===== config.mk =====
export PLATFORM = sky130hd
export DESIGN_NAME = variable_depth_rle_unpacker
export DESIGN_NICKNAME = d
export VERILOG_FILES = /design/src/vdrle_pkg.sv /design/src/vdrle_front.sv /design/src/vdrle_back.sv /design/src/variable_depth_rle_unpacker.sv
export SDC_FILE = /design/constraint.sdc
export NUM_CORES = 1
export LEC_CHECK = 0
export BUFFER_PORTS_ARGS = -buffer_cell sky130_fd_sc_hd__buf_2
export CAP_MARGIN = 30
export CELL_PAD_IN_SITES_DETAIL_PLACEMENT = 1
export CELL_PAD_IN_SITES_GLOBAL_PLACEMENT = 1
export CORE_AREA = 8 8 134 185
export CTS_CLUSTER_SIZE = 20
export DETAILED_ROUTE_END_ITERATION = 10
export DIE_AREA = 0 0 142 193
export HOLD_SLACK_MARGIN = 0.12
export PLACE_DENSITY = 0.81
export SYNTH_ARGS = -nofsm -noshare
export SYNTH_HDL_FRONTEND = slang
export SYNTH_SLANG_ARGS = --single-unit
export TNS_END_PERCENT = 100

===== constraint.sdc =====
create_clock -name clk -period 11.25 [get_ports clk]
set_clock_uncertainty 0.15 [all_clocks]
set_input_delay 0.5625 -clock clk [delete_from_list [all_inputs] [get_ports clk]]
set_output_delay 0.5625 -clock clk [all_outputs]
set_load 0.01 [all_outputs]

===== src/vdrle_pkg.sv =====
// ----------------------------------------------------------------------------
// vdrle_pkg
// Shared types and constants of the variable-depth run-length unpacker.
// ----------------------------------------------------------------------------
package vdrle_pkg;

	localparam int unsigned CountW = 17;
	localparam logic [CountW-1:0] MaxSamples = CountW'(65536);

	localparam int unsigned FifoDepth = 4;
	localparam int unsigned FifoAw = $clog2(FifoDepth);

	localparam logic [7:0] NoopControl = 8'h80;
	localparam logic [7:0] LiteralMax = 8'h7F;
	localparam logic [8:0] RepeatBase = 9'd257;

	localparam logic [3:0] DepthMax = 4'd8;

	localparam logic [1:0] CfgSampleDepth = 2'd0;
	localparam logic [1:0] CfgOutputCount = 2'd1;

	localparam logic [1:0] StOk = 2'd0;
	localparam logic [1:0] StOverflow = 2'd1;
	localparam logic [1:0] StTruncated = 2'd2;

	typedef enum logic [2:0] {
		PH_CONTROL = 3'b001,
		PH_LITERAL = 3'b010,
		PH_REPEAT = 3'b100
	} phase_t;

	typedef struct packed {
		logic [7:0] stream_byte;
		logic source_end;
	} item_t;

	typedef struct packed {
		logic [7:0] sample_value;
		logic [7:0] repeat_count;
		logic final_result;
		logic [1:0] status;
	} run_t;

endpackage


===== src/vdrle_front.sv =====
// ----------------------------------------------------------------------------
// vdrle_front
// Input side: takes compressed words and queues them for the decode engine.
// ----------------------------------------------------------------------------
module vdrle_front import vdrle_pkg::*; (
	input logic clk,
	input logic arst_n,
	input logic push_valid,
	output logic push_ready,
	input item_t push_item,
	output logic pop_valid,
	input logic pop_ready,
	output item_t pop_item
);

	item_t mem_q [FifoDepth];
	logic [FifoAw-1:0] wr_q;
	logic [FifoAw-1:0] rd_q;
	logic [FifoAw:0] cnt_q;
	logic push;
	logic pop;

	assign push_ready = (cnt_q != (FifoAw+1)'(FifoDepth));
	assign pop_valid = (cnt_q != '0);
	assign pop_item = mem_q[rd_q];
	assign push = push_valid && push_ready;
	assign pop = pop_valid && pop_ready;

	always_ff @(posedge clk) begin
		if (push) begin
			mem_q[wr_q] <= push_item;
		end
	end

	always_ff @(posedge clk or negedge arst_n) begin
		if (!arst_n) begin
			wr_q <= '0;
			rd_q <= '0;
			cnt_q <= '0;
		end else begin
			if (push) begin
				wr_q <= wr_q + 1'b1;
			end
			if (pop) begin
				rd_q <= rd_q + 1'b1;
			end
			unique case ({push, pop})
				2'b10: cnt_q <= cnt_q + 1'b1;
				2'b01: cnt_q <= cnt_q - 1'b1;
				default: cnt_q <= cnt_q;
			endcase
		end
	end

endmodule


===== src/vdrle_back.sv =====
// ----------------------------------------------------------------------------
// vdrle_back
// Decode engine: cuts one field per cycle out of the bit window unless a held
// result has nowhere to go, tracks the run state and drives the result register.
// ----------------------------------------------------------------------------
module vdrle_back import vdrle_pkg::*; (
	input logic clk,
	input logic arst_n,
	input logic [3:0] depth,
	input logic [CountW-1:0] count,
	input logic q_valid,
	output logic q_ready,
	input item_t q_item,
	output logic run_valid,
	input logic run_ready,
	output run_t run
);

	logic busy_q;
	logic [14:0] acc_q;
	logic [3:0] total_q;
	logic last_q;
	phase_t phase_q;
	logic [7:0] lit_left_q;
	logic [7:0] pend_q;
	logic [CountW-1:0] written_q;
	logic fin_q;
	logic run_valid_q;
	run_t run_q;

	logic slot_free;
	logic is_ctrl;
	logic [3:0] need;
	logic fin_now;
	logic end_step;
	logic field_step;
	logic [3:0] sh;
	logic [14:0] shifted;
	logic [7:0] mask8;
	logic [7:0] field;
	logic is_noop;
	logic is_lit;
	logic [7:0] run_len;
	logic overflow;
	logic [7:0] cnt;
	logic [CountW-1:0] written_new;
	logic samp_fin;
	logic trunc_need;
	logic emit;
	run_t emit_run;
	logic advance;
	logic drop_bits;
	logic [7:0] mask_keep;
	logic [6:0] acc_keep;
	logic [3:0] total_keep;
	logic [6:0] src_acc;
	logic [3:0] src_tot;
	logic load;

	always_comb begin
		slot_free = !run_valid_q || run_ready;
		is_ctrl = (phase_q == PH_CONTROL);
		need = is_ctrl ? 4'd8 : depth;
		fin_now = fin_q || (is_ctrl && (written_q >= count));
		end_step = busy_q && (fin_now || (total_q < need));
		field_step = busy_q && !end_step;

		sh = total_q - need;
		shifted = acc_q >> sh;
		mask8 = 8'hFF >> (4'd8 - need);
		field = shifted[7:0] & mask8;

		is_noop = (field == NoopControl);
		is_lit = (field <= LiteralMax);
		run_len = is_lit ? (field + 8'd1) : 8'(RepeatBase - {1'b0, field});
		overflow = ({1'b0, written_q} + (CountW+1)'(run_len)) > {1'b0, count};

		cnt = (phase_q == PH_LITERAL) ? 8'd1 : pend_q;
		written_new = written_q + CountW'(cnt);
		samp_fin = (written_new >= count);

		trunc_need = last_q && !fin_now && (written_q < count);

		emit = 1'b0;
		emit_run = '0;
		if (field_step && is_ctrl && !is_noop && overflow) begin
			emit = 1'b1;
			emit_run = '{sample_value: 8'd0, repeat_count: 8'd0,
				final_result: 1'b1, status: StOverflow};
		end else if (field_step && !is_ctrl) begin
			emit = 1'b1;
			emit_run = '{sample_value: field, repeat_count: cnt,
				final_result: samp_fin, status: StOk};
		end else if (end_step && trunc_need) begin
			emit = 1'b1;
			emit_run = '{sample_value: 8'd0, repeat_count: 8'd0,
				final_result: 1'b1, status: StTruncated};
		end

		// stall the engine only when a result has nowhere to go
		advance = busy_q && (!emit || slot_free);

		// leftover bits carry over unless the image is done or the source ends
		drop_bits = last_q || fin_now;
		mask_keep = (8'd1 << total_q[2:0]) - 8'd1;
		acc_keep = drop_bits ? 7'd0 : (acc_q[6:0] & mask_keep[6:0]);
		total_keep = drop_bits ? 4'd0 : total_q;
		src_acc = busy_q ? acc_keep : acc_q[6:0];
		src_tot = busy_q ? total_keep : total_q;

		q_ready = !busy_q || (end_step && advance);
		load = q_valid && q_ready;
	end

	always_ff @(posedge clk or negedge arst_n) begin
		if (!arst_n) begin
			busy_q <= 1'b0;
			acc_q <= '0;
			total_q <= '0;
			last_q <= 1'b0;
			phase_q <= PH_CONTROL;
			lit_left_q <= '0;
			pend_q <= '0;
			written_q <= '0;
			fin_q <= 1'b0;
		end else begin
			if (advance && field_step) begin
				total_q <= sh;
				if (is_ctrl) begin
					if (!is_noop) begin
						if (overflow) begin
							fin_q <= 1'b1;
						end else if (is_lit) begin
							lit_left_q <= run_len;
							phase_q <= PH_LITERAL;
						end else begin
							pend_q <= run_len;
							phase_q <= PH_REPEAT;
						end
					end
				end else begin
					written_q <= written_new;
					if (phase_q == PH_LITERAL) begin
						lit_left_q <= lit_left_q - 8'd1;
						if (lit_left_q == 8'd1) begin
							phase_q <= PH_CONTROL;
						end
					end else begin
						pend_q <= 8'd0;
						phase_q <= PH_CONTROL;
					end
					if (samp_fin) begin
						fin_q <= 1'b1;
					end
				end
			end
			if (advance && end_step) begin
				busy_q <= 1'b0;
				acc_q <= {8'd0, acc_keep};
				total_q <= total_keep;
				fin_q <= fin_now;
				if (last_q) begin
					phase_q <= PH_CONTROL;
					lit_left_q <= '0;
					pend_q <= '0;
					written_q <= '0;
					fin_q <= 1'b0;
				end
			end
			// a new word joins the leftover bits in the same cycle
			if (load) begin
				busy_q <= 1'b1;
				acc_q <= {src_acc, q_item.stream_byte};
				total_q <= src_tot + 4'd8;
				last_q <= q_item.source_end;
			end
		end
	end

	always_ff @(posedge clk or negedge arst_n) begin
		if (!arst_n) begin
			run_valid_q <= 1'b0;
		end else if (slot_free) begin
			run_valid_q <= busy_q && emit;
		end
	end

	always_ff @(posedge clk) begin
		if (slot_free && busy_q && emit) begin
			run_q <= emit_run;
		end
	end

	assign run_valid = run_valid_q;
	assign run = run_q;

endmodule


===== src/variable_depth_rle_unpacker.sv =====
// ----------------------------------------------------------------------------
// variable_depth_rle_unpacker
// A word passes through the input queue before the decode engine loads it;
// each result is registered in the output register as its field is decoded.
// The engine cuts one field per cycle unless a held result has nowhere to go,
// and closes each word with an end step in which it can take the next word.
// Reset: asynchronous; depth 8, count 65536, stream state and queue cleared.
// ----------------------------------------------------------------------------
module variable_depth_rle_unpacker import vdrle_pkg::*; (
	input logic clk,
	input logic arst_n,
	input logic item_valid,
	output logic item_ready,
	input item_t item,
	output logic run_valid,
	input logic run_ready,
	output run_t run,
	input logic cfg_valid,
	output logic cfg_ready,
	input logic [1:0] cfg_index,
	input logic [CountW-1:0] cfg_data
);

	logic [3:0] depth_q;
	logic [CountW-1:0] count_q;
	logic [3:0] eff_depth;
	logic [CountW-1:0] eff_count;
	logic q_valid;
	logic q_ready;
	item_t q_item;

	assign cfg_ready = 1'b1;

	always_ff @(posedge clk or negedge arst_n) begin
		if (!arst_n) begin
			depth_q <= DepthMax;
			count_q <= MaxSamples;
		end else if (cfg_valid) begin
			unique case (cfg_index)
				CfgSampleDepth: depth_q <= cfg_data[3:0];
				CfgOutputCount: count_q <= cfg_data;
				default: ;
			endcase
		end
	end

	// out-of-range depth falls back to 8, count clamps to the sample limit
	assign eff_depth = ((depth_q == 4'd0) || (depth_q > DepthMax)) ? DepthMax : depth_q;
	assign eff_count = (count_q > MaxSamples) ? MaxSamples : count_q;

	vdrle_front u_front (
		.clk(clk),
		.arst_n(arst_n),
		.push_valid(item_valid),
		.push_ready(item_ready),
		.push_item(item),
		.pop_valid(q_valid),
		.pop_ready(q_ready),
		.pop_item(q_item)
	);

	vdrle_back u_back (
		.clk(clk),
		.arst_n(arst_n),
		.depth(eff_depth),
		.count(eff_count),
		.q_valid(q_valid),
		.q_ready(q_ready),
		.q_item(q_item),
		.run_valid(run_valid),
		.run_ready(run_ready),
		.run(run)
	);

endmodule


==> results.py <==
metrics = {
    "outcome": {
        "outcome": "completed",
    },
    "timing": {
        "fmax_ghz": 0.107,
        "finalHoldViolations": 0,
        "timing_max_transition_violations_final": 0,
        "finalWorstPathRequiredPeriod_ns": 9.36,
        "grt_setup_unrepaired": "false",
        "tns_ns": 0,
        "worst_margin_pin_slew_ns": 0.885,
        "final_min_period_over_clock_period_pct": 83.2,
        "max-slew-margin-rel_pct": 40.5,
        "setup_violations": 0,
    },
    "clock_tree": {
        "tritoncts.num_buffers": 17,
        "tritoncts_num_sinks": 142,
        "cts-hold-fix-buffers": 1,
        "cts_tree": "built",
        "ctsRootBufferMaster": "sky130_fd_sc_hd__clkbuf_16",
        "post-cts-setup-buffers": 0,
        "maximum_buffer_depth_of_the_clock_tree": 2,
        "cts.clk_slew.worst_paths_ns": 0.07,
        "cts_repair_resized_insts": 0,
        "number_of_h_tree_branching_levels": 4,
        "clkLatencyLatePin_ns": 0.45,
    },
    "global_route": {
        "grt_util_all_layers_pct": 21.9,
        "grt_pass1_wl_um": 46300,
        "number_of_antenna_violations_at_the_first_check_in_global_routing": 0,
        "total_overflow_reported_by_the_global_router": 0,
        "grt_max_degree": 59,
        "vias_in_the_first_global_route": 8513,
    },
    "yosys": {
        "yosysUniqueCellTypes": 86,
        "synthesis.yosys.warnings": 0,
        "dominant_synthesized_flop_cell": "sky130_fd_sc_hd__dfrtp_1",
        "synth_area_mm2": 0.00969,
        "synth_sequential_area_ratio_pct": 39.5,
        "synth-seq-cells": 142,
        "synth.avg_cell_area_um2": 10.2,
        "postSynthCellCount": 952,
        "ys_async_sr_fraction_pct": 61.3,
        "synth-edff-count": 55,
        "syn_nets": 1076,
    },
    "floorplan": {
        "die_height_um": 193,
        "die_area_mm2": 0.0274,
        "num_rows": 65,
        "top_level_ports": 55,
        "core_region_area_mm2": 0.0222,
        "floorplan.initialDensity_pct": 43.7,
        "chipWidth_um": 142,
    },
    "layout": {
        "drive_gt1_share_pct": 16.4,
        "syn_to_final_growth_pct": 11.7,
        "multi_input_area_mm2": 0.00552,
        "diodes": 0,
        "design.final.nets": 1120,
        "final-seq-area_mm2": 0.00383,
        "fill_cells": 2475,
        "most_common_library_cell_in_the_layout_ignoring_fill_and_taps": "sky130_fd_sc_hd__nand2_1",
        "layout_common_cells": "sky130_fd_sc_hd__nand2_1 (104), sky130_fd_sc_hd__ha_1 (87), sky130_fd_sc_hd__dfrtp_1 (84)",
    },
    "route": {
        "drt-pass1-iter-count": 4,
        "vias": 7725,
        "drt_drc_violations_left": 0,
        "remaining_antenna_violation_count": 0,
        "drt-initial-drc-count": 450,
        "postRouteWirelength_um": 28300,
        "drt-wirelength-per-cell_um": 21.6,
        "drt-vias-per-instance": 5.90,
    },
    "placement": {
        "place.gp.congestion": 0.902,
        "numPortBuffers": 53,
        "detailedPlacementHpwl_um": 21300,
    },
    "worst_setup_path": {
        "critPathMaxFanout": 17,
        "crit_arrival_ns": 9.54,
        "required_time_reported_for_the_critical_path_endpoint_ns": 11.43,
        "critPathLaunchType": "flop",
        "path_class": "reg -> reg",
        "timing.critical_path.slowest_cell_delay_ns": 1.04,
        "critical_path.endpoint_type": "flop",
        "critical_path.slowest_cell": "sky130_fd_sc_hd__fa_1",
        "critical-path-top-cell-by-count": "sky130_fd_sc_hd__ha_1",
    },
    "worst_hold_path": {
        "hold_class": "in -> reg",
    },
    "run": {
        "max_cap_viol_count": 0,
    },
}
-- worst paths after layout --
path                            slack, ns            startpoint  cells after the start                   end
min in group asynchronous            0.44                arst_n                      2           count_q[14]
worst max-delay path                 1.89     u_back.phase_q[0]                     32  u_back.lit_left_q[7]
max in group asynchronous            9.36                arst_n                      3  u_back.lit_left_q[7]
worst min register to register       0.36  u_back.lit_left_q[7]                      1  u_back.lit_left_q[7]
worst max register to register       1.89     u_back.phase_q[0]                     32  u_back.lit_left_q[7]
worst min-delay path                 0.19               item[2]                      1   u_front.mem_q[1][2]
-- flip-flops by register name, summed over array words and instances, names as in the netlist, 3 cells and up --
name / flops
u_front.mem_q: 36
u_front.cnt_q: 3
u_back.written_q: 17
u_back.acc_q: 15
count_q: 17
u_back.pend_q: 8
u_back.phase_q: 3
u_back.lit_left_q: 8
u_back.total_q: 4
u_back.run: 19
depth_q: 4
-- final cells by class --
cell class | count | area share, %
Clock buffer | 17 | 3.93
Multi-Input combinational cell | 727 | 51.0
Sequential cell | 142 | 35.4
Tap cell | 301 | 3.48
Clock inverter | 15 | 1.55
Inverter | 47 | 1.63
Timing Repair Buffer | 61 | 3.05
-- metal layers --
layer / share of wire [%] / track usage (%) / up-vias / routed length, um
li1: - / - / 3577 / -
met1: 39 / 22.9 / 3897 / 10900
met2: 53 / 40.6 / 184 / 15100
met3: 3.4 / 4.36 / 67 / 951
met4: 4.6 / 11.8 / 0 / 1290
met5: 0 / 0 / - / 0
-- stage by stage --
| stage | hold WS, ns | utilization (%) | instance area (um^2) | std cells | setup WS [ns] |
|---|---|---|---|---|---|
| 6_report | 0.189 | 48.8 | 10800 | 1310 | 1.89 |
| 5_1_grt | 0.174 | 48.8 | 10800 | 1310 | 1.17 |
| 4_1_cts | 0.168 | 48.8 | 10800 | 1310 | 1.94 |
| 3_5_place_dp | 0.341 | 46.0 | 10200 | 1277 | 2.08 |
| 3_3_place_gp | 0.330 | 46.0 | 10200 | 1277 | 2.38 |
| 2_1_floorplan | 0.117 | - | 9690 | 952 | 2.72 |
-- cells in the mapped netlist (4+ instances only) --
cell / count / share of area (%)
sky130_fd_sc_hd__o21bai_1: 6 / 0.46
sky130_fd_sc_hd__a31oi_1: 6 / 0.39
sky130_fd_sc_hd__a21o_1: 12 / 0.93
sky130_fd_sc_hd__ha_1: 87 / 11
sky130_fd_sc_hd__o21ai_1: 5 / 0.26
sky130_fd_sc_hd__nor3_1: 21 / 1.1
sky130_fd_sc_hd__a21oi_1: 50 / 2.6
sky130_fd_sc_hd__a32o_1: 7 / 0.72
sky130_fd_sc_hd__nand3_1: 24 / 1.2
sky130_fd_sc_hd__o31ai_1: 7 / 0.54
sky130_fd_sc_hd__or2_2: 4 / 0.26
sky130_fd_sc_hd__and2_1: 10 / 0.65
sky130_fd_sc_hd__clkbuf_1: 23 / 0.89
sky130_fd_sc_hd__buf_2: 6 / 0.31
sky130_fd_sc_hd__nor2_1: 70 / 2.7
sky130_fd_sc_hd__nor4_1: 5 / 0.32
sky130_fd_sc_hd__mux2_2: 23 / 2.7
sky130_fd_sc_hd__a221oi_1: 4 / 0.36
sky130_fd_sc_hd__mux2i_1: 17 / 1.8
sky130_fd_sc_hd__nand2b_1: 11 / 0.71
sky130_fd_sc_hd__fa_1: 4 / 0.83
sky130_fd_sc_hd__or3_1: 6 / 0.39
sky130_fd_sc_hd__o22ai_1: 5 / 0.32
sky130_fd_sc_hd__a22o_1: 5 / 0.45
sky130_fd_sc_hd__a211oi_1: 11 / 0.85
sky130_fd_sc_hd__mux4_2: 18 / 4.2
sky130_fd_sc_hd__a41oi_1: 4 / 0.36
sky130_fd_sc_hd__o21ai_0: 41 / 2.1
sky130_fd_sc_hd__inv_1: 44 / 1.7
sky130_fd_sc_hd__nand4_1: 14 / 0.90
sky130_fd_sc_hd__nor2b_1: 13 / 0.84
sky130_fd_sc_hd__dfrtp_1: 84 / 22
sky130_fd_sc_hd__xor2_1: 27 / 2.4
sky130_fd_sc_hd__xnor2_1: 33 / 3.0
sky130_fd_sc_hd__o211ai_1: 4 / 0.31
sky130_fd_sc_hd__edfxtp_1: 55 / 17
sky130_fd_sc_hd__and3_1: 11 / 0.71
sky130_fd_sc_hd__nand2_1: 104 / 4.0
-- cells by family after synthesis --
| family | Yosys count | synth area share, % |
|---|---|---|
| compound gates | 202 | 14.8 |
| xor+xnor | 61 | 5.59 |
| fa+ha+maj | 91 | 12.1 |
| buf+inv | 83 | 3.60 |
| flops | 142 | 39.5 |
| mux | 58 | 8.61 |
| other cells | 1 | 0.0387 |
| simple gates | 314 | 15.8 |
-- worst max-delay path: cells and delay by family, from the launching register on --
kind / cells / cell delay (ns)
AO/OA/AOI/OAI: 11 / 3.06
XOR/XNOR: 2 / 0.32
adder cells (fa/ha/maj): 5 / 2.11
buffers and inverters: 1 / 0.12
flip-flops: 1 / 0.56
multiplexers: 2 / 0.89
AND/OR/NAND/NOR: 11 / 2.03
Power is left out: the tool's default activity adds up to more than one toggle a clock period on the data nets, which glitch-free logic cannot reach.
